--- config.mk ---
export PLATFORM = sky130hd
export DESIGN_NAME = key_instance_distributor
export DESIGN_NICKNAME = d
export VERILOG_FILES = /design/src/design/kid_pkg.sv /design/src/design/kid_ram.sv /design/src/design/kid_slot_table.sv /design/src/design/kid_seq.sv /design/src/design/key_instance_distributor.sv
export SDC_FILE = /design/constraint.sdc
export NUM_CORES = 1
export LEC_CHECK = 0
export BUFFER_PORTS_ARGS = -buffer_cell sky130_fd_sc_hd__buf_2
export CAP_MARGIN = 5
export CORE_UTILIZATION = 55
export DETAILED_ROUTE_END_ITERATION = 7
export PLACE_DENSITY = 0.69
export SETUP_SLACK_MARGIN = 0.5
export SLEW_MARGIN = 25
export SYNTH_ARGS = -nofsm -noshare
export SYNTH_HDL_FRONTEND = slang
export SYNTH_HIERARCHICAL = 1
export SYNTH_SLANG_ARGS = --single-unit
--- constraint.sdc ---
create_clock -name clk -period 4 [get_ports clk]
set_input_delay 0.8 -clock clk [delete_from_list [all_inputs] [get_ports clk]]
set_output_delay 0.8 -clock clk [all_outputs]
set_load 0.005 [all_outputs]
--- src/design/kid_pkg.sv ---
// Package for the key instance distributor: widths, codes, slot entry type,
// sequencer states and the letter-band lookup tables. No dependencies.
package kid_pkg;

  localparam int FREE_W     = 16;  // free-entry count per slot
  localparam int CNT_W      = 5;   // instance count, active count, scan index
  localparam int MODE_W     = 2;
  localparam int CHAR_W     = 8;
  localparam int SLOT_OUT_W = 4;   // slot index on the ports
  localparam int CFG_IDX_W  = 1;
  localparam int CFG_DATA_W = 5;
  localparam int BAND_W     = 5;

  localparam logic [CHAR_W-1:0] CHAR_UC_A = 8'h41;
  localparam logic [CHAR_W-1:0] CHAR_UC_Z = 8'h5a;
  localparam logic [CHAR_W-1:0] CHAR_LC_A = 8'h61;
  localparam logic [CHAR_W-1:0] CHAR_LC_Z = 8'h7a;
  localparam logic [CHAR_W-1:0] CASE_OFS  = 8'h20;

  // Distribution modes
  localparam logic [MODE_W-1:0] MODE_ROUND_ROBIN = 2'd0;
  localparam logic [MODE_W-1:0] MODE_MOST_FREE   = 2'd1;
  localparam logic [MODE_W-1:0] MODE_KEY_RANGE   = 2'd2;

  // Request types
  localparam logic REQ_PICK   = 1'b0;
  localparam logic REQ_UPDATE = 1'b1;

  // Configuration register indexes
  localparam logic [CFG_IDX_W-1:0] CFG_DIST_MODE      = 1'd0;
  localparam logic [CFG_IDX_W-1:0] CFG_INSTANCE_COUNT = 1'd1;

  typedef struct packed {
    logic              active;
    logic [FREE_W-1:0] free;
  } slot_entry_t;

  typedef enum logic [2:0] {
    ST_IDLE,
    ST_SCAN,
    ST_RR_FIX,
    ST_RR_RD,
    ST_RR_CHK,
    ST_KR_DIV,
    ST_KR_WALK
  } kid_state_t;

  // Letters per band: ceil(26 / active_count)
  function automatic logic [BAND_W-1:0] band_of(input logic [CNT_W-1:0] a);
    logic [BAND_W-1:0] b;
    b = 5'd1;
    unique case (a)
      5'd0, 5'd1: b = 5'd26;
      5'd2:       b = 5'd13;
      5'd3:       b = 5'd9;
      5'd4:       b = 5'd7;
      5'd5:       b = 5'd6;
      5'd6:       b = 5'd5;
      5'd7, 5'd8: b = 5'd4;
      5'd9, 5'd10, 5'd11, 5'd12: b = 5'd3;
      5'd13, 5'd14, 5'd15, 5'd16, 5'd17, 5'd18, 5'd19,
      5'd20, 5'd21, 5'd22, 5'd23, 5'd24, 5'd25: b = 5'd2;
      default:    b = 5'd1;
    endcase
    return b;
  endfunction

  // Upper cap on the band index: floor(26 / band)
  function automatic logic [BAND_W-1:0] quot26_of(input logic [BAND_W-1:0] band);
    logic [BAND_W-1:0] q;
    q = 5'd26;
    unique case (band)
      5'd26:   q = 5'd1;
      5'd13:   q = 5'd2;
      5'd9:    q = 5'd2;
      5'd7:    q = 5'd3;
      5'd6:    q = 5'd4;
      5'd5:    q = 5'd5;
      5'd4:    q = 5'd6;
      5'd3:    q = 5'd8;
      5'd2:    q = 5'd13;
      default: q = 5'd26;
    endcase
    return q;
  endfunction

endpackage

--- src/design/kid_ram.sv ---
// Generic single-port-write, single-port-read RAM with registered read data.
// No dependencies.
module kid_ram #(
  parameter int WIDTH = 17,
  parameter int DEPTH = 16
) (
  input  logic                                          clk,
  input  logic                                          we,
  input  logic [((DEPTH > 1) ? $clog2(DEPTH) : 1)-1:0] waddr,
  input  logic [WIDTH-1:0]                              wdata,
  input  logic                                          re,
  input  logic [((DEPTH > 1) ? $clog2(DEPTH) : 1)-1:0] raddr,
  output logic [WIDTH-1:0]                              rdata
);

  logic [WIDTH-1:0] mem_r [DEPTH];
  logic [WIDTH-1:0] rdata_r;

  // Write port
  always_ff @(posedge clk) begin
    if (we) begin
      mem_r[waddr] <= wdata;
    end
  end

  // Registered read port
  always_ff @(posedge clk) begin
    if (re) begin
      rdata_r <= mem_r[raddr];
    end
  end

  assign rdata = rdata_r;

endmodule

--- src/design/kid_slot_table.sv ---
// Slot status table: RAM of {active, free} per slot plus per-entry written
// flags so unwritten slots read as inactive with zero free. Uses kid_pkg, kid_ram.
module kid_slot_table #(
  parameter int N_SLOTS = 16
) (
  input  logic                                              clk,
  input  logic                                              rst_n,
  input  logic                                              wr_en,
  input  logic [((N_SLOTS > 1) ? $clog2(N_SLOTS) : 1)-1:0] wr_addr,
  input  kid_pkg::slot_entry_t                              wr_entry,
  input  logic                                              rd_en,
  input  logic [((N_SLOTS > 1) ? $clog2(N_SLOTS) : 1)-1:0] rd_addr,
  output kid_pkg::slot_entry_t                              rd_entry
);
  import kid_pkg::*;

  localparam int EW = FREE_W + 1;

  logic [N_SLOTS-1:0] written_r;
  logic [N_SLOTS-1:0] written_nxt;
  logic               rd_written_r;
  logic [EW-1:0]      ram_rdata;

  kid_ram #(
    .WIDTH (EW),
    .DEPTH (N_SLOTS)
  ) u_ram (
    .clk   (clk),
    .we    (wr_en),
    .waddr (wr_addr),
    .wdata (wr_entry),
    .re    (rd_en),
    .raddr (rd_addr),
    .rdata (ram_rdata)
  );

  // Mark an entry written on its first update
  always_comb begin
    written_nxt = written_r;
    if (wr_en) begin
      written_nxt[wr_addr] = 1'b1;
    end
  end

  always_ff @(posedge clk) begin
    if (!rst_n) begin
      written_r <= '0;
    end else begin
      written_r <= written_nxt;
    end
  end

  // Sample the written flag alongside the RAM read
  always_ff @(posedge clk) begin
    if (rd_en) begin
      rd_written_r <= written_r[rd_addr];
    end
  end

  // Unwritten entries read as the reset value
  assign rd_entry = rd_written_r ? slot_entry_t'(ram_rdata) : '0;

endmodule

--- src/design/kid_seq.sv ---
// Pick sequencer: scans the slot table, then runs round robin, most-free or
// key-range selection and emits one result per pick. Uses kid_pkg.
module kid_seq (
  input  logic                              clk,
  input  logic                              rst_n,
  input  logic                              start,
  input  logic                              in_req_type,
  input  logic [kid_pkg::CHAR_W-1:0]        in_key_first_char,
  input  logic [kid_pkg::MODE_W-1:0]        dist_mode,
  input  logic [kid_pkg::CNT_W-1:0]         n_eff,
  output logic                              rd_en,
  output logic [kid_pkg::CNT_W-1:0]         rd_idx,
  input  kid_pkg::slot_entry_t              rd_entry,
  output logic                              busy,
  output logic                              out_valid,
  output logic                              out_found,
  output logic [kid_pkg::SLOT_OUT_W-1:0]    out_chosen_slot
);
  import kid_pkg::*;

  kid_state_t          state_r, state_nxt;
  logic [CNT_W-1:0]    idx_r, idx_nxt;        // next slot to read
  logic                pend_r, pend_nxt;      // read data arrives this cycle
  logic [CNT_W-1:0]    pidx_r, pidx_nxt;      // slot of arriving data
  logic [CNT_W-1:0]    cnt_r, cnt_nxt;        // active slots seen
  logic                have_r, have_nxt;
  logic [CNT_W-1:0]    best_r, best_nxt;
  logic [FREE_W-1:0]   best_free_r, best_free_nxt;
  logic [CNT_W-1:0]    ptr_r, ptr_nxt;        // round-robin pointer
  logic [CNT_W-1:0]    wrap_r, wrap_nxt;      // stale pointer reduction
  logic [CHAR_W-1:0]   key_r, key_nxt;
  logic [BAND_W-1:0]   rem_r, rem_nxt;        // letter remainder
  logic [BAND_W-1:0]   band_r, band_nxt;
  logic [BAND_W-1:0]   quo_r, quo_nxt;
  logic [BAND_W-1:0]   last_r, last_nxt;
  logic [BAND_W-1:0]   tgt_r, tgt_nxt;        // wanted rank
  logic [CNT_W-1:0]    rank_r, rank_nxt;
  logic                ov_r, ov_nxt;
  logic                found_r, found_nxt;
  logic [CNT_W-1:0]    slot_r, slot_nxt;

  logic                accept_pick;
  logic                scan_done;
  logic [CHAR_W-1:0]   lc_key;
  logic                is_letter;
  logic                ptr_stale;
  logic [CNT_W:0]      ptr_inc;
  logic [CNT_W-1:0]    ptr_adv;
  logic [BAND_W-1:0]   band_sel;
  logic [BAND_W-1:0]   quot_sel;
  logic [BAND_W-1:0]   a_minus1;

  assign accept_pick = start && (state_r == ST_IDLE) && (in_req_type == REQ_PICK);
  assign scan_done   = !pend_r && (idx_r >= n_eff);

  // Lowercase the key and check for a letter
  assign lc_key    = ((key_r >= CHAR_UC_A) && (key_r <= CHAR_UC_Z)) ? key_r + CASE_OFS
                                                                     : key_r;
  assign is_letter = (lc_key >= CHAR_LC_A) && (lc_key <= CHAR_LC_Z);

  // Round-robin pointer helpers
  assign ptr_stale = (ptr_r >= n_eff);
  assign ptr_inc   = {1'b0, ptr_r} + 1'b1;
  assign ptr_adv   = (ptr_inc == {1'b0, n_eff}) ? '0 : ptr_inc[CNT_W-1:0];

  // Band size and last band index from the active count
  assign band_sel = band_of(cnt_r);
  assign quot_sel = quot26_of(band_sel);
  assign a_minus1 = BAND_W'(cnt_r - 1'b1);

  // Next state
  always_comb begin
    state_nxt = state_r;
    unique case (state_r)
      ST_IDLE: begin
        if (accept_pick) begin
          state_nxt = ST_SCAN;
        end
      end
      ST_SCAN: begin
        if (scan_done) begin
          priority if (cnt_r == '0) begin
            state_nxt = ST_IDLE;
          end else if (dist_mode == MODE_ROUND_ROBIN) begin
            state_nxt = ptr_stale ? ST_RR_FIX : ST_RR_RD;
          end else if ((dist_mode == MODE_KEY_RANGE) && is_letter) begin
            state_nxt = ST_KR_DIV;
          end else begin
            state_nxt = ST_IDLE;
          end
        end
      end
      ST_RR_FIX: begin
        if (wrap_r < n_eff) begin
          state_nxt = ST_RR_RD;
        end
      end
      ST_RR_RD: begin
        state_nxt = ST_RR_CHK;
      end
      ST_RR_CHK: begin
        state_nxt = rd_entry.active ? ST_IDLE : ST_RR_RD;
      end
      ST_KR_DIV: begin
        if (rem_r < band_r) begin
          state_nxt = ST_KR_WALK;
        end
      end
      ST_KR_WALK: begin
        if ((pend_r && rd_entry.active && (BAND_W'(rank_r) == tgt_r)) || scan_done) begin
          state_nxt = ST_IDLE;
        end
      end
      default: begin
        state_nxt = ST_IDLE;
      end
    endcase
  end

  // Datapath and outputs
  always_comb begin
    idx_nxt       = idx_r;
    pend_nxt      = 1'b0;
    pidx_nxt      = idx_r;
    cnt_nxt       = cnt_r;
    have_nxt      = have_r;
    best_nxt      = best_r;
    best_free_nxt = best_free_r;
    ptr_nxt       = ptr_r;
    wrap_nxt      = wrap_r;
    key_nxt       = key_r;
    rem_nxt       = rem_r;
    band_nxt      = band_r;
    quo_nxt       = quo_r;
    last_nxt      = last_r;
    tgt_nxt       = tgt_r;
    rank_nxt      = rank_r;
    ov_nxt        = 1'b0;
    found_nxt     = found_r;
    slot_nxt      = slot_r;
    rd_en         = 1'b0;
    rd_idx        = idx_r;

    unique case (state_r)
      ST_IDLE: begin
        if (accept_pick) begin
          idx_nxt  = '0;
          cnt_nxt  = '0;
          have_nxt = 1'b0;
          best_nxt = '0;
          key_nxt  = in_key_first_char;
        end
      end

      ST_SCAN: begin
        // Stream reads over the slots, count actives and track the largest free
        if (idx_r < n_eff) begin
          rd_en    = 1'b1;
          idx_nxt  = idx_r + 1'b1;
          pend_nxt = 1'b1;
        end
        if (pend_r && rd_entry.active) begin
          cnt_nxt = cnt_r + 1'b1;
          if (!have_r || (best_free_r < rd_entry.free)) begin
            have_nxt      = 1'b1;
            best_nxt      = pidx_r;
            best_free_nxt = rd_entry.free;
          end
        end
        if (scan_done) begin
          wrap_nxt = ptr_inc[CNT_W-1:0];
          rem_nxt  = BAND_W'(lc_key - CHAR_LC_A);
          band_nxt = band_sel;
          quo_nxt  = '0;
          last_nxt = (a_minus1 < quot_sel) ? a_minus1 : quot_sel;
          if ((cnt_r == '0) || (dist_mode == MODE_ROUND_ROBIN)
              || ((dist_mode == MODE_KEY_RANGE) && is_letter)) begin
            if (cnt_r == '0) begin
              ov_nxt    = 1'b1;
              found_nxt = 1'b0;
              slot_nxt  = '0;
            end
          end else begin
            // Most free gives its answer now; other modes find nothing
            ov_nxt    = 1'b1;
            found_nxt = (dist_mode == MODE_MOST_FREE);
            slot_nxt  = (dist_mode == MODE_MOST_FREE) ? best_r : '0;
          end
        end
      end

      ST_RR_FIX: begin
        // Reduce the stale pointer plus one modulo the count
        if (wrap_r >= n_eff) begin
          wrap_nxt = wrap_r - n_eff;
        end else begin
          ptr_nxt = wrap_r;
        end
      end

      ST_RR_RD: begin
        rd_en  = 1'b1;
        rd_idx = ptr_r;
      end

      ST_RR_CHK: begin
        // Advance past the slot just read; take it if active
        ptr_nxt = ptr_adv;
        if (rd_entry.active) begin
          ov_nxt    = 1'b1;
          found_nxt = 1'b1;
          slot_nxt  = ptr_r;
        end
      end

      ST_KR_DIV: begin
        // Divide the letter offset by the band size, one subtraction a cycle
        if (rem_r >= band_r) begin
          rem_nxt = rem_r - band_r;
          quo_nxt = quo_r + 1'b1;
        end else begin
          tgt_nxt  = (quo_r > last_r) ? last_r : quo_r;
          idx_nxt  = '0;
          rank_nxt = '0;
        end
      end

      ST_KR_WALK: begin
        // Count active slots in order until the wanted rank
        if (idx_r < n_eff) begin
          rd_en    = 1'b1;
          idx_nxt  = idx_r + 1'b1;
          pend_nxt = 1'b1;
        end
        if (pend_r && rd_entry.active) begin
          if (BAND_W'(rank_r) == tgt_r) begin
            ov_nxt    = 1'b1;
            found_nxt = 1'b1;
            slot_nxt  = pidx_r;
          end else begin
            rank_nxt = rank_r + 1'b1;
          end
        end else if (scan_done) begin
          ov_nxt    = 1'b1;
          found_nxt = 1'b0;
          slot_nxt  = '0;
        end
      end

      default: begin
        rd_en = 1'b0;
      end
    endcase
  end

  // Control state
  always_ff @(posedge clk) begin
    if (!rst_n) begin
      state_r <= ST_IDLE;
      pend_r  <= 1'b0;
      ptr_r   <= '0;
      ov_r    <= 1'b0;
    end else begin
      state_r <= state_nxt;
      pend_r  <= pend_nxt;
      ptr_r   <= ptr_nxt;
      ov_r    <= ov_nxt;
    end
  end

  // Working and result registers
  always_ff @(posedge clk) begin
    idx_r       <= idx_nxt;
    pidx_r      <= pidx_nxt;
    cnt_r       <= cnt_nxt;
    have_r      <= have_nxt;
    best_r      <= best_nxt;
    best_free_r <= best_free_nxt;
    wrap_r      <= wrap_nxt;
    key_r       <= key_nxt;
    rem_r       <= rem_nxt;
    band_r      <= band_nxt;
    quo_r       <= quo_nxt;
    last_r      <= last_nxt;
    tgt_r       <= tgt_nxt;
    rank_r      <= rank_nxt;
    found_r     <= found_nxt;
    slot_r      <= slot_nxt;
  end

  assign busy            = (state_r != ST_IDLE);
  assign out_valid       = ov_r;
  assign out_found       = found_r;
  assign out_chosen_slot = SLOT_OUT_W'(slot_r);

endmodule

--- src/design/key_instance_distributor.sv ---
// Top level of the key instance distributor: configuration registers, slot
// table and pick sequencer. Uses kid_pkg, kid_slot_table, kid_seq.
//
// Usage:
//   Input: a transaction is taken at a clock edge with start high and busy
//   low. An update (in_req_type 1) writes the slot's active flag and free
//   count into the slot RAM in that same edge; busy stays low, so updates
//   may follow every cycle. A pick (in_req_type 0) raises busy until its
//   result is out.
//   Output: each pick gives one result on out_found / out_chosen_slot,
//   shown for one cycle with out_valid high; the receiver cannot stall it.
//   A pick first reads the slot RAM one entry a cycle over the effective
//   instance count (at most 16 here); most-free answers then. Round robin
//   reduces a stale pointer modulo the count by repeated subtraction, then
//   reads and checks each slot it visits. Key range with a letter key adds a
//   division by repeated subtraction and a second pass. The result shows the
//   cycle after busy ends, when a new transaction may start.
//   Reset clears the configuration, the round-robin pointer and the per-slot
//   written flags, so every slot reads inactive with zero free entries.
//   Configuration writes (cfg_we) take effect at once and must be made while
//   idle by the user; the block itself does not enforce it.
module key_instance_distributor #(
  parameter int N_SLOTS = 16
) (
  input  logic                               clk,
  input  logic                               rst_n,
  input  logic                               start,
  output logic                               busy,
  input  logic                               in_req_type,
  input  logic [kid_pkg::CHAR_W-1:0]         in_key_first_char,
  input  logic [kid_pkg::SLOT_OUT_W-1:0]     in_slot_index,
  input  logic                               in_slot_is_active,
  input  logic [kid_pkg::FREE_W-1:0]         in_slot_free,
  output logic                               out_valid,
  output logic                               out_found,
  output logic [kid_pkg::SLOT_OUT_W-1:0]     out_chosen_slot,
  input  logic                               cfg_we,
  input  logic [kid_pkg::CFG_IDX_W-1:0]      cfg_index,
  input  logic [kid_pkg::CFG_DATA_W-1:0]     cfg_wdata
);
  import kid_pkg::*;

  localparam int SLOT_W = (N_SLOTS > 1) ? $clog2(N_SLOTS) : 1;

  logic [MODE_W-1:0] dist_mode_r, dist_mode_nxt;
  logic [CNT_W-1:0]  inst_count_r, inst_count_nxt;
  logic [CNT_W-1:0]  n_eff;
  logic              wr_en;
  slot_entry_t       wr_entry;
  logic              rd_en;
  logic [CNT_W-1:0]  rd_idx;
  slot_entry_t       rd_entry;

  // Configuration writes
  always_comb begin
    dist_mode_nxt  = dist_mode_r;
    inst_count_nxt = inst_count_r;
    if (cfg_we) begin
      unique case (cfg_index)
        CFG_DIST_MODE:      dist_mode_nxt  = cfg_wdata[MODE_W-1:0];
        CFG_INSTANCE_COUNT: inst_count_nxt = cfg_wdata[CNT_W-1:0];
        default:            dist_mode_nxt  = dist_mode_r;
      endcase
    end
  end

  always_ff @(posedge clk) begin
    if (!rst_n) begin
      dist_mode_r  <= '0;
      inst_count_r <= '0;
    end else begin
      dist_mode_r  <= dist_mode_nxt;
      inst_count_r <= inst_count_nxt;
    end
  end

  // Saturate the instance count to the table depth
  assign n_eff = (32'(inst_count_r) > N_SLOTS) ? CNT_W'(N_SLOTS) : inst_count_r;

  // Update transactions write straight into the table while idle
  assign wr_en           = start && !busy && (in_req_type == REQ_UPDATE)
                           && (32'(in_slot_index) < N_SLOTS);
  assign wr_entry.active = in_slot_is_active;
  assign wr_entry.free   = in_slot_free;

  kid_slot_table #(
    .N_SLOTS (N_SLOTS)
  ) u_table (
    .clk      (clk),
    .rst_n    (rst_n),
    .wr_en    (wr_en),
    .wr_addr  (SLOT_W'(in_slot_index)),
    .wr_entry (wr_entry),
    .rd_en    (rd_en),
    .rd_addr  (SLOT_W'(rd_idx)),
    .rd_entry (rd_entry)
  );

  kid_seq u_seq (
    .clk               (clk),
    .rst_n             (rst_n),
    .start             (start),
    .in_req_type       (in_req_type),
    .in_key_first_char (in_key_first_char),
    .dist_mode         (dist_mode_r),
    .n_eff             (n_eff),
    .rd_en             (rd_en),
    .rd_idx            (rd_idx),
    .rd_entry          (rd_entry),
    .busy              (busy),
    .out_valid         (out_valid),
    .out_found         (out_found),
    .out_chosen_slot   (out_chosen_slot)
  );

endmodule

==> impl_table.tex, run 1 <==
\begin{tabular}{lr}
\hline
Metric & Value \\
\hline
\multicolumn{2}{l}{\textbf{STA}} \\
\quad Final setup violation count & 0 \\
\quad Number of endpoints with negative hold slack in the final report & 0 \\
\quad Fmax achieved & 309 MHz \\
\quad Final period util & 80.9\% \\
\quad Final Skew & 0.0206 ns \\
\quad Setup repair after global routing missed its margin & false \\
\quad Setup tns final & 0 ns \\
\quad Slew at the pin closest to its max-slew limit & around 0.9 ns \\
\quad Final period demand of the worst path & roughly 3.2 ns \\
\quad Worst slew margin relative to its limit & 40.5\% \\
\quad Total count of max-transition violations in the final report & 0 \\
\multicolumn{2}{l}{\textbf{Hold path}} \\
\quad Terminating pin of the worst hold path & u\_seq/key\_r[3] \\
\quad Beginning of the worst hold path & in\_key\_first\_char[3] \\
\quad Class of the tightest hold or removal check & input port to register \\
\quad Count of cells along the worst hold path & 1 \\
\multicolumn{2}{l}{\textbf{Clock tree}} \\
\quad Number of clock sinks & 411 \\
\quad Number of buffers inserted by post-CTS setup repair & 0 \\
\quad Clock network latency to the later pin of the worst-skew pair & 0.55 ns \\
\quad Number of buffers added by the clock tree synthesis step & 44 \\
\quad Depth of the CTS H-tree & 2 \\
\quad Cell at the root of the clock tree & sky130\_fd\_sc\_hd\_\_clkbuf\_16 \\
\quad Clock tree buffer depth & 3 \\
\quad Number of instances resized during post-cts repair & 0 \\
\quad Clock tree from TritonCTS & done \\
\quad Hold bufs inserted after CTS & 0 \\
\quad Clk slew on worst S/H paths & 0.06 ns \\
\multicolumn{2}{l}{\textbf{Finish}} \\
\quad Utilization of the core after routing & 63.3\% \\
\quad Post-layout nets & 1358 \\
\quad Area growth, synth to finish & 13.6\% \\
\quad Summed area of non-filler cells in the final layout & 0.0205 mm2 \\
\quad Diodes inserted & 0 \\
\quad Fraction of final layout cells sized beyond drive strength 1 & about 20\% \\
\multicolumn{2}{l}{\textbf{Worst setup path}} \\
\quad Setup slack on the worst flop-to-flop path & 0.76 ns \\
\quad Reg-to-reg startpoint & u\_seq/state\_r[1] \\
\quad Critical path arrival & roughly 3.5 ns \\
\quad Kind of critical path & register to register \\
\quad Largest driver fanout on the critical path & 14 \\
\quad Critical path launch point type & register \\
\quad CP Capture Type & register \\
\quad Required time reported for the critical path endpoint & 4.29 ns \\
\quad Capturing point of the worst reg2reg path & u\_table/u\_ram/rdata[4] \\
\quad Number of cells on the worst reg-to-reg path & 7 \\
\multicolumn{2}{l}{\textbf{Detailed routing}} \\
\quad Routed WL per cell & around 21 um \\
\quad Initial drt markers & 897 \\
\quad Via density per instance & 5.91 \\
\quad Via count & 10263 \\
\quad Number of nets still failing antenna checks after routing & 0 \\
\quad First drt pass iteration count & 5 \\
\quad Remaining design rule violation count & 0 \\
\quad Post-detailed-routing wire length & roughly 37 mm \\
\multicolumn{2}{l}{\textbf{Pwr}} \\
\quad Peak VDD IR & around 0.00042 V \\
\quad Ratio of total power to cell area & 613 mW/mm2 \\
\quad Static Leak & 7.24 nW \\
\multicolumn{2}{l}{\textbf{Run}} \\
\quad Number of max-capacitance violations reported & 0 \\
\multicolumn{2}{l}{\textbf{Placed design}} \\
\quad HPWL after detailed placement & 23.3 mm \\
\quad Number of port buffers & 46 \\
\quad Total placed instance area & 0.0190 mm2 \\
\quad Routability-driven placement congestion ratio & roughly 0.9 \\
\multicolumn{2}{l}{\textbf{Yosys}} \\
\quad Number of warning messages in the yosys log & 6 \\
\quad Post-Synthesis Mean Instance Area & roughly 15 um2 \\
\quad Synthesized instance count & $\sim$1200 \\
\quad Cell area after technology mapping & roughly 0.018 mm2 \\
\quad Synth Net Count & 1274 \\
\multicolumn{2}{l}{\textbf{GRT}} \\
\quad GR Overflow Total & 0 \\
\quad Global-route usage over all layers & a little under a quarter \\
\quad Antenna violations before repair & 1 \\
\quad Pin count of the biggest net entering global routing & 34 \\
\quad Vias in the first global route & 10250 \\
\quad Global-route wire length before repair & approximately 57 mm \\
\multicolumn{2}{l}{\textbf{Die}} \\
\quad Placeable core area & 0.0325 mm2 \\
\quad Number of standard-cell rows in the floorplan & 66 \\
\quad Die height & 183 um \\
\quad Initial Utilization & 55.8\% \\
\quad Die footprint & about 0.034 mm2 \\
\quad Number of primary I/O pins & 47 \\
\quad X dimension of the die & roughly 180 um \\
\multicolumn{2}{l}{\textbf{Status}} \\
\quad Status & finished, final reports clean \\
\hline
\end{tabular}
-- through the flow --
| stage | power, mW | std cells | hold WS, ns | setup slack, ns |
|---|---|---|---|---|
| final | 12.6 | 1737 | 0.441 | 0.762 |
| after global routing | 13.2 | 1737 | 0.428 | 0.601 |
| after CTS | 12.7 | 1737 | 0.420 | 0.761 |
| after detailed placement | 8.50 | 1656 | 0.437 | 0.784 |
| after global placement | 8.44 | 1656 | 0.439 | 0.861 |
| after floorplan | 7.69 | 1176 | 0.415 | 0.697 |
-- final cells by class --
cell class              count  area (um2)
flip-flops and latches    411       11900
well taps                 442         553
fillers                  2338       11900
multi-input cells         658        5780
repair buffers             83         546
inverters                  62         238
clock inverters            25         349
clock buffers              56        1170
-- routing by layer --
metal,GRT usage (%),up-vias,part of all wire (%)
li1,-,4728,-
met1,29.5,5136,41
met2,39.8,323,51
met3,3.04,74,5.1
met4,7.27,2,2.4
met5,0,-,0.027
-- registers in the layout (all words and copies together) (netlist names), 2 cells and up --
name and count:
dist_mode_r 2, u_seq/state_r 3, u_seq/wrap_r 5, u_seq/idx_r 5
inst_count_r 5, u_table/written_r 16, u_table/u_ram/mem_r 272, u_seq/rem_r 5
u_seq/quo_r 5, u_seq/rank_r 5, u_seq/ptr_r 5, u_seq/last_r 5
u_table/u_ram/rdata 17, u_seq/band_sel 5, u_seq/best_free_r 16, u_seq/band_r 5
u_seq/tgt_r 5, u_seq/cnt_r 5, u_seq/best_r 4, u_seq/slot_r 4
u_seq/pidx_r 4, u_seq/key_r 8
-- critical path, stage by stage (launching register included) --
cell and delay, ns:
sky130_fd_sc_hd__dfxtp_1 0.63, sky130_fd_sc_hd__inv_1 0.15, sky130_fd_sc_hd__or3_1 0.54, sky130_fd_sc_hd__o21ai_4 0.46, sky130_fd_sc_hd__buf_4 0.34, sky130_fd_sc_hd__mux4_2 0.54, sky130_fd_sc_hd__a22oi_1 0.25, sky130_fd_sc_hd__nand2_1 0.08
-- power breakdown --
part | internal, mW | leakage, nW | switching [mW]
Combinational | 1.36 | 2.82 | 1.68
Sequential | 5.13 | 3.68 | 0.251
Clock | 2.54 | 0.737 | 1.64
Total | 9.03 | 7.24 | 3.58
-- cell usage in the layout, fill, tap and decap left out, types with 10 or more instances in the layout --
master                        n
sky130_fd_sc_hd__buf_4       34
sky130_fd_sc_hd__nand2_1     60
sky130_fd_sc_hd__ha_1        56
sky130_fd_sc_hd__nand2b_1    12
sky130_fd_sc_hd__xnor2_1     20
sky130_fd_sc_hd__nor2_1      59
sky130_fd_sc_hd__edfxtp_1   369
sky130_fd_sc_hd__a21oi_1     31
sky130_fd_sc_hd__nor2b_1     23
sky130_fd_sc_hd__clkbuf_1    10
sky130_fd_sc_hd__mux4_2      65
sky130_fd_sc_hd__clkbuf_16   44
sky130_fd_sc_hd__inv_1       60
sky130_fd_sc_hd__nand3_1     23
sky130_fd_sc_hd__o21a_1      22
sky130_fd_sc_hd__nor2_2      12
sky130_fd_sc_hd__mux2i_1     13
sky130_fd_sc_hd__buf_2       46
sky130_fd_sc_hd__a22oi_1     36
sky130_fd_sc_hd__and2_1      26
sky130_fd_sc_hd__o21ai_0     33
sky130_fd_sc_hd__dfxtp_1     42
sky130_fd_sc_hd__xor2_1      17
-- how the worst max path moves through the flow --
stage | from | endpoint
floorplan | in_req_type | u_table/u_ram/mem_r[0][0]
global placement | u_seq/state_r[1] | u_table/u_ram/rdata[10]
detailed placement | u_seq/state_r[1] | u_table/u_ram/rdata[4]
CTS | u_seq/state_r[1] | u_table/u_ram/rdata[4]
global route | u_seq/state_r[1] | u_table/u_ram/rdata[4]
finish | u_seq/state_r[1] | u_table/u_ram/rdata[4]
(Power assumes the default switching activity.)
==> inputs of run 2 (changes only) <==
--- a/config.mk
+++ b/config.mk
@@ -5,11 +5,12 @@
 export SDC_FILE = /design/constraint.sdc
 export NUM_CORES = 1
 export LEC_CHECK = 0
+export ABC_AREA = 1
 export BUFFER_PORTS_ARGS = -buffer_cell sky130_fd_sc_hd__buf_2
 export CAP_MARGIN = 5
 export CORE_UTILIZATION = 55
 export DETAILED_ROUTE_END_ITERATION = 7
-export PLACE_DENSITY = 0.69
+export PLACE_DENSITY = 0.71
 export SETUP_SLACK_MARGIN = 0.5
 export SLEW_MARGIN = 25
 export SYNTH_ARGS = -nofsm -noshare
==> constraint.sdc (replaced) <==
create_clock -name clk -period 2.8 [get_ports clk]
set_input_delay 0.56 -clock clk [delete_from_list [all_inputs] [get_ports clk]]
set_output_delay 0.56 -clock clk [all_outputs]
set_load 0.005 [all_outputs]
==> run 2 against run 1 <==
Net effect: worst setup slack got worse by 0.27 ns; clock-buffer cell count fell by 4; clock skew rose by 0.0092 ns; core utilization rose by 2.4 points; clock power rose by 28%; global-route usage rose by 2.0 points; highest routed layer unchanged; die area rose by 8.2%; maximum frequency rose by 40%; final cell count rose by 53%; first-iteration DRC count rose by 34%; synthesized cell count rose by 75%; sequential share of layout area fell by 5.8 points.
==> impl_table.tex, run 2 <==
\begin{tabular}{lr}
\hline
Metric & Value \\
\hline
\multicolumn{2}{l}{\textbf{STA}} \\
\quad Setup repair after global routing missed its margin & true \\
\quad Fmax achieved & 432 MHz \\
\quad Slew at the pin closest to its max-slew limit & 0.558 ns \\
\quad Final period demand of the worst path & roughly 2.3 ns \\
\quad Final period util & 82.6\% \\
\quad Number of endpoints with negative hold slack in the final report & 0 \\
\quad Total count of max-transition violations in the final report & 0 \\
\quad Final Skew & 0.0298 ns \\
\quad Worst slew margin relative to its limit & 62.5\% \\
\quad Final setup violation count & 0 \\
\quad Setup tns final & 0 ns \\
\multicolumn{2}{l}{\textbf{Finish}} \\
\quad Utilization of the core after routing & 65.7\% \\
\quad Fillers & 2659 \\
\quad Area growth, synth to finish & 16.7\% \\
\quad Combined area of the multi-input logic cells & between 0.006 and 0.007 mm2 \\
\quad Fraction of final layout cells sized beyond drive strength 1 & 16.4\% \\
\quad Register containing the most flip-flops in the final layout & u\_table/u\_ram/mem\_r \\
\quad Summed area of non-filler cells in the final layout & $\sim$0.023 mm2 \\
\quad Commonest cells after routing, fill and taps aside & sky130\_fd\_sc\_hd\_\_nand2\_1 (541), sky130\_fd\_sc\_hd\_\_edfxtp\_1 (369), sky130\_fd\_sc\_hd\_\_inv\_1 (360) \\
\quad Total area of sequential cells & about 0.012 mm2 \\
\quad Leading cell type in the layout, fill and taps excluded & sky130\_fd\_sc\_hd\_\_nand2\_1 \\
\quad Post-layout nets & 2263 \\
\quad Largest register FFs & 272 \\
\multicolumn{2}{l}{\textbf{Die}} \\
\quad Number of primary I/O pins & 47 \\
\quad Die height & 191 um \\
\quad Placeable core area & 0.0348 mm2 \\
\quad Number of standard-cell rows in the floorplan & 68 \\
\quad Initial Utilization & 56.3\% \\
\quad X dimension of the die & 191 um \\
\quad Die footprint & 0.0364 mm2 \\
\multicolumn{2}{l}{\textbf{Yosys}} \\
\quad Synth Net Count & 2160 \\
\quad Synthesized instance count & between 2000 and 2500 \\
\quad Post-Synthesis Mean Instance Area & 9.50 um2 \\
\quad Cell area after technology mapping & 0.0196 mm2 \\
\quad Number of warning messages in the yosys log & 6 \\
\multicolumn{2}{l}{\textbf{Placed design}} \\
\quad Routability-driven placement congestion ratio & 0.870 \\
\quad HPWL after detailed placement & 27.8 mm \\
\quad Number of port buffers & 46 \\
\quad Total placed instance area & 0.0206 mm2 \\
\multicolumn{2}{l}{\textbf{Detailed routing}} \\
\quad Remaining design rule violation count & 0 \\
\quad Via count & 14052 \\
\quad Number of nets still failing antenna checks after routing & 0 \\
\quad Initial drt markers & 1201 \\
\quad Post-detailed-routing wire length & 45.4 mm \\
\quad Via density per instance & between 5 and 6 \\
\quad Routed WL per cell & 17.1 um \\
\quad First drt pass iteration count & 6 \\
\multicolumn{2}{l}{\textbf{GRT}} \\
\quad Antenna violations before repair & 4 \\
\quad GR Overflow Total & 0 \\
\quad Pin count of the biggest net entering global routing & $\sim$70 \\
\quad Global-route wire length before repair & between 60 and 70 mm \\
\quad Global-route usage over all layers & about a quarter \\
\quad Vias in the first global route & approximately 13000 \\
\multicolumn{2}{l}{\textbf{Pwr}} \\
\quad Static Leak & 9.89 nW \\
\quad Peak VDD IR & 0.000639 V \\
\quad Post-layout total power & 21.7 mW \\
\quad Ratio of total power to cell area & 949 mW/mm2 \\
\multicolumn{2}{l}{\textbf{Clock tree}} \\
\quad Clk slew on worst S/H paths & $\sim$0.060 ns \\
\quad Cell at the root of the clock tree & sky130\_fd\_sc\_hd\_\_clkbuf\_16 \\
\quad Number of clock sinks & 411 \\
\quad Clock tree buffer depth & 3 \\
\quad Clock network latency to the later pin of the worst-skew pair & 0.57 ns \\
\quad Depth of the CTS H-tree & 2 \\
\quad Number of buffers added by the clock tree synthesis step & 43 \\
\quad Clock tree from TritonCTS & done \\
\multicolumn{2}{l}{\textbf{Worst setup path}} \\
\quad Critical path arrival & 2.57 ns \\
\quad Largest driver fanout on the critical path & 8 \\
\quad Slowest library cell on the worst path & sky130\_fd\_sc\_hd\_\_edfxtp\_1 \\
\quad Kind of critical path & register to register \\
\quad Cell type with the highest occurrence count on the critical path & sky130\_fd\_sc\_hd\_\_nand2\_2 \\
\quad Series of cell instances along the critical path & buf\_6, nand2\_1, inv\_1, inv\_1, ha\_4, a21oi\_1, o21ai\_0, a21oi\_2, nand2\_2, nand2\_2, nand2\_2, nor2\_4, clkbuf\_16 \\
\quad Critical path launch point type & register \\
\quad Required time reported for the critical path endpoint & 3.06 ns \\
\quad Maximum cell stage delay along the critical path & 0.46 ns \\
\quad CP Capture Type & register \\
\multicolumn{2}{l}{\textbf{Run}} \\
\quad Number of max-capacitance violations reported & 0 \\
\multicolumn{2}{l}{\textbf{Status}} \\
\quad Status & finished, final reports clean \\
\multicolumn{2}{l}{\textbf{Hold path}} \\
\quad Class of the tightest hold or removal check & input port to register \\
\hline
\end{tabular}
==> run 2: changes by cell type in the layout (fill, tap and decap cells not counted), sizes merged, moves of 31 or more <==
cell,previous run,this run
nand2,60,570
mux4,72,0
nand3,23,263
nor2,71,123
a21oi,31,62
buf,83,121
inv,64,393
a22oi,37,0
==> run 2: metal layers <==
layer	vias up	share of wire, %	GRT usage [%]
met3	118	7.6	4.51
met4	4	3.0	9.08
met1	6529	41	33.0
met2	532	48	40.2
li1	6869	-	-
met5	-	0.22	1.79
==> run 2: cell type report <==
class,count,area share (%)
Sequential cell,411,52.2
Multi-Input combinational cell,1190,28.0
Inverter,395,6.56
Clock buffer,52,5.03
Timing Repair Buffer,124,4.88
Tap cell,455,2.49
Clock inverter,23,0.794
Antenna cell,2,0.0219
==> run 2: worst max-delay path: cells and delay by family (launching register included) <==
family                   cells  cell delay, ns
flip-flops                   1            0.46
buffers and inverters        4            0.49
AND/OR/NAND/NOR              5            0.44
adder cells (fa/ha/maj)      1            0.22
AO/OA/AOI/OAI                3            0.40
==> run 2: path summary, 6_finish.rpt <==
check,to,slack (ns),startpoint,cells after the start
worst min-delay path,u_seq/key_r[6],0.17,in_key_first_char[6],1
worst min register to register,u_table/written_r[15],0.46,u_table/written_r[15],2
worst max register to register,u_seq/best_free_r[0],0.49,u_table/rd_written_r,13
worst max-delay path,u_seq/best_free_r[0],0.49,u_table/rd_written_r,13
==> run 2: metrics by stage <==
| step | cells | hold WS [ns] | setup slack [ns] |
|---|---|---|---|
| 5_1_grt | 2650 | 0.156 | 0.375 |
| 2_1_floorplan | 2062 | 0.420 | 0.412 |
| 3_3_place_gp | 2545 | 0.445 | 0.364 |
| 3_5_place_dp | 2545 | 0.453 | 0.257 |
| 6_report | 2652 | 0.173 | 0.488 |
| 4_1_cts | 2629 | 0.145 | 0.513 |
==> run 2: what timing repair did <==
| action | in CTS | in global routing |
|---|---|---|
| hold buffers | 0 | 0 |
| cloned | 2 | 7 |
| resized for setup | 25 | 125 |
| setup endpoints to repair | 91 | 173 |
| buffers inserted | 7 | 14 |
| pin swaps | 8 | 42 |
==> run 2: report_power, final <==
group	leakage, nW	switching [mW]	internal (mW)
combinational	5.55	5.53	2.91
clock	0.652	2.32	3.03
sequential	3.69	0.395	7.50
total	9.89	8.25	13.5
==> inputs of run 3 (changes only) <==
--- a/config.mk
+++ b/config.mk
@@ -10,7 +10,7 @@
 export CAP_MARGIN = 5
 export CORE_UTILIZATION = 55
 export DETAILED_ROUTE_END_ITERATION = 7
-export PLACE_DENSITY = 0.71
+export PLACE_DENSITY = 0.68
 export SETUP_SLACK_MARGIN = 0.5
 export SLEW_MARGIN = 25
 export SYNTH_ARGS = -nofsm -noshare
==> constraint.sdc (replaced) <==
create_clock -name clk -period 2.2 [get_ports clk]
set_input_delay 0.44 -clock clk [delete_from_list [all_inputs] [get_ports clk]]
set_output_delay 0.44 -clock clk [all_outputs]
set_load 0.005 [all_outputs]
==> run 3 against run 2 <==
Net effect: core utilization increased by 11 points; the flow now finishes with violations (setup timing); via count increased by 12%; critical path type unchanged; routed wire length increased by 26%.
==> impl_table.tex, run 3 (synthesized netlist as in run 2, its figures left out) <==
\begin{tabular}{lr}
\hline
Metric & Value \\
\hline
\multicolumn{2}{l}{\textbf{Worst setup path}} \\
\quad Series of cell instances along the critical path & buf\_12, nand2\_1, inv\_2, inv\_2, ha\_4, o21ai\_2, nand2\_1, nand3\_1, nand2\_1, nand2\_1, nand2\_1, nand2\_1, nand2\_2, nand2\_2, nand2\_2, nor2\_4, buf\_12 \\
\quad Critical path arrival & 2.63 ns \\
\quad Start point of the critical path & u\_table/rd\_written\_r \\
\quad Critical path launch point type & register \\
\quad Reg-to-reg startpoint & u\_table/rd\_written\_r \\
\quad Critical path buffer and inverter count & 4 \\
\quad Crit-path leading delay family & simple AND/OR/NAND/NOR gates \\
\quad Slowest library cell on the worst path & sky130\_fd\_sc\_hd\_\_edfxtp\_1 \\
\quad Maximum cell stage delay along the critical path & around 0.46 ns \\
\quad Cell type with the highest occurrence count on the critical path & sky130\_fd\_sc\_hd\_\_nand2\_1 \\
\quad Kind of critical path & register to register \\
\quad Required time reported for the critical path endpoint & 2.46 ns \\
\quad Largest driver fanout on the critical path & 16 \\
\quad CP Capture Type & register \\
\multicolumn{2}{l}{\textbf{Detailed routing}} \\
\quad Number of nets still failing antenna checks after routing & 0 \\
\quad Routed WL per cell & 20.4 um \\
\quad Remaining design rule violation count & 0 \\
\quad First drt pass iteration count & 5 \\
\quad Post-detailed-routing wire length & $\sim$57 mm \\
\quad Via density per instance & 5.64 \\
\quad Initial drt markers & between 1000 and 1500 \\
\quad Via count & 15744 \\
\multicolumn{2}{l}{\textbf{Pwr}} \\
\quad Proportion of power drawn by flip-flops and latches & 29.1\% \\
\quad Ratio of total power to cell area & $\sim$1300 mW/mm2 \\
\quad Switching share of power & 38.5\% \\
\quad Logic pwr share & 50.5\% \\
\quad Proportion of power drawn by the clock network & 20.4\% \\
\quad Cell internal power dissipation & 21.2 mW \\
\quad Static Leak & 11.5 nW \\
\quad Post-layout total power & 34.6 mW \\
\quad Net switching power figure & 13.3 mW \\
\quad Peak VDD IR & 0.000787 V \\
\multicolumn{2}{l}{\textbf{Finish}} \\
\quad Area growth, synth to finish & 36.4\% \\
\quad Largest register FFs & approximately 270 \\
\quad Leading cell type in the layout, fill and taps excluded & sky130\_fd\_sc\_hd\_\_nand2\_1 \\
\quad Fraction of final layout cells sized beyond drive strength 1 & 32.8\% \\
\quad Diodes inserted & 0 \\
\quad Post-layout nets & 2403 \\
\quad Commonest cells after routing, fill and taps aside & sky130\_fd\_sc\_hd\_\_nand2\_1 (439), sky130\_fd\_sc\_hd\_\_edfxtp\_1 (369), sky130\_fd\_sc\_hd\_\_inv\_1 (356) \\
\quad Register containing the most flip-flops in the final layout & u\_table/u\_ram/mem\_r \\
\multicolumn{2}{l}{\textbf{Die}} \\
\quad X dimension of the die & 191 um \\
\quad Number of standard-cell rows in the floorplan & 68 \\
\quad Placeable core area & 0.0348 mm2 \\
\quad Die footprint & 0.0364 mm2 \\
\quad Die height & between 150 and 200 um \\
\quad Number of primary I/O pins & 47 \\
\quad Initial Utilization & 56.3\% \\
\multicolumn{2}{l}{\textbf{Placed design}} \\
\quad HPWL after detailed placement & approximately 28 mm \\
\quad Number of port buffers & 46 \\
\quad Pre-CTS setup slack & -0.183 ns \\
\quad Routability-driven placement congestion ratio & 0.898 \\
\multicolumn{2}{l}{\textbf{Hold path}} \\
\quad Class of the tightest hold or removal check & input port to register \\
\quad Beginning of the worst hold path & in\_key\_first\_char[2] \\
\multicolumn{2}{l}{\textbf{STA}} \\
\quad Final Skew & about 0.020 ns \\
\quad Setup tns final & -4.20 ns \\
\quad Setup repair after global routing missed its margin & true \\
\quad Total count of max-transition violations in the final report & 0 \\
\quad Worst-case setup margin in the final layout & -0.162 ns \\
\quad Final period util & 107\% \\
\quad Slew at the pin closest to its max-slew limit & about 0.52 ns \\
\quad Final setup violation count & 50 \\
\quad Fmax achieved & approximately 420 MHz \\
\quad Final period demand of the worst path & 2.36 ns \\
\quad Worst slew margin relative to its limit & 65.1\% \\
\quad Number of endpoints with negative hold slack in the final report & 0 \\
\multicolumn{2}{l}{\textbf{Clock tree}} \\
\quad Clock network latency to the later pin of the worst-skew pair & 0.57 ns \\
\quad Number of clock sinks & 411 \\
\quad Number of buffers added by the clock tree synthesis step & 42 \\
\quad Cell at the root of the clock tree & sky130\_fd\_sc\_hd\_\_clkbuf\_16 \\
\quad Depth of the CTS H-tree & 2 \\
\quad Hold bufs inserted after CTS & 0 \\
\quad Clock tree from TritonCTS & done \\
\quad Clock tree buffer depth & 3 \\
\quad Clk slew on worst S/H paths & around 0.060 ns \\
\multicolumn{2}{l}{\textbf{Status}} \\
\quad Status & finished, violations left \\
\quad Violated checks & setup timing \\
\multicolumn{2}{l}{\textbf{GRT}} \\
\quad Antenna violations before repair & 2 \\
\quad Pin count of the biggest net entering global routing & 36 \\
\quad GR Overflow Total & 0 \\
\quad Global-route usage over all layers & between 20\% and 30\% \\
\quad Global-route wire length before repair & 76.4 mm \\
\quad Vias in the first global route & 14478 \\
\multicolumn{2}{l}{\textbf{Run}} \\
\quad Number of max-capacitance violations reported & 0 \\
\hline
\end{tabular}
## run 3: changes by cell type in the layout (fill, tap and decap cells not counted), sizes merged
cell	before	now
clkbuf	55	70
buf	121	247
bufbuf	0	1
bufinv	1	2
diode	2	0
nand2	570	569
clkinv	21	23
clkinvlp	3	2
## run 3: layout make-up
class	instances	area (um2)
Clock inverter	24	190
Sequential cell	411	11900
Clock buffer	53	1160
Timing Repair Buffer	265	3460
Tap cell	455	569
Inverter	395	1540
Multi-Input combinational cell	1189	7840
Fill cell	2015	8080
Timing Repair inverter	1	16.3
## run 3: path summary, 6_finish.rpt
| path | depth (start not counted) | end | slack [ns] |
|---|---|---|---|
| hold reg to reg | 2 | u_table/written_r[7] | 0.46 |
| setup reg to reg | 17 | u_seq/best_free_r[9] | -0.16 |
| setup / recovery | 17 | u_seq/best_free_r[9] | -0.16 |
| hold / removal | 1 | u_seq/key_r[2] | 0.06 |
## run 3: stage by stage
stage               hold slack (ns)  area, um2  cells  utilization (%)
floorplan                     0.420      19800   2062                -
global placement              0.444      21400   2584             61.5
detailed placement            0.449      21400   2584             61.5
CTS                          0.0436      24700   2726             70.9
global route                 0.0489      26700   2793             76.8
finish                       0.0588      26700   2793             76.8
## run 3: power by group through the flow
stage,registers [mW],clock network (mW),logic (mW)
global placement,10.1,0,9.75
global route,10.1,7.41,18.4
CTS,10.0,7.06,13.7
finish,10.1,7.06,17.4
detailed placement,10.1,0,9.99
floorplan,9.99,0,6.60
## run 3: repair_timing
item	in CTS	in global routing
endpoints found under the setup margin	410	429
pin swaps	102	124
buffers inserted	41	50
resized for setup	254	284
cloned	24	17
## run 3: metal layers
layer  track usage (%)  part of all wire [%]  vias to the layer above
met3              4.21                   8.1                      187
met1              34.3                    36                     7549
met4              9.17                   4.4                        2
met2              48.2                    51                      821
met5                 0                 0.023                        -
li1                  -                     -                     7185
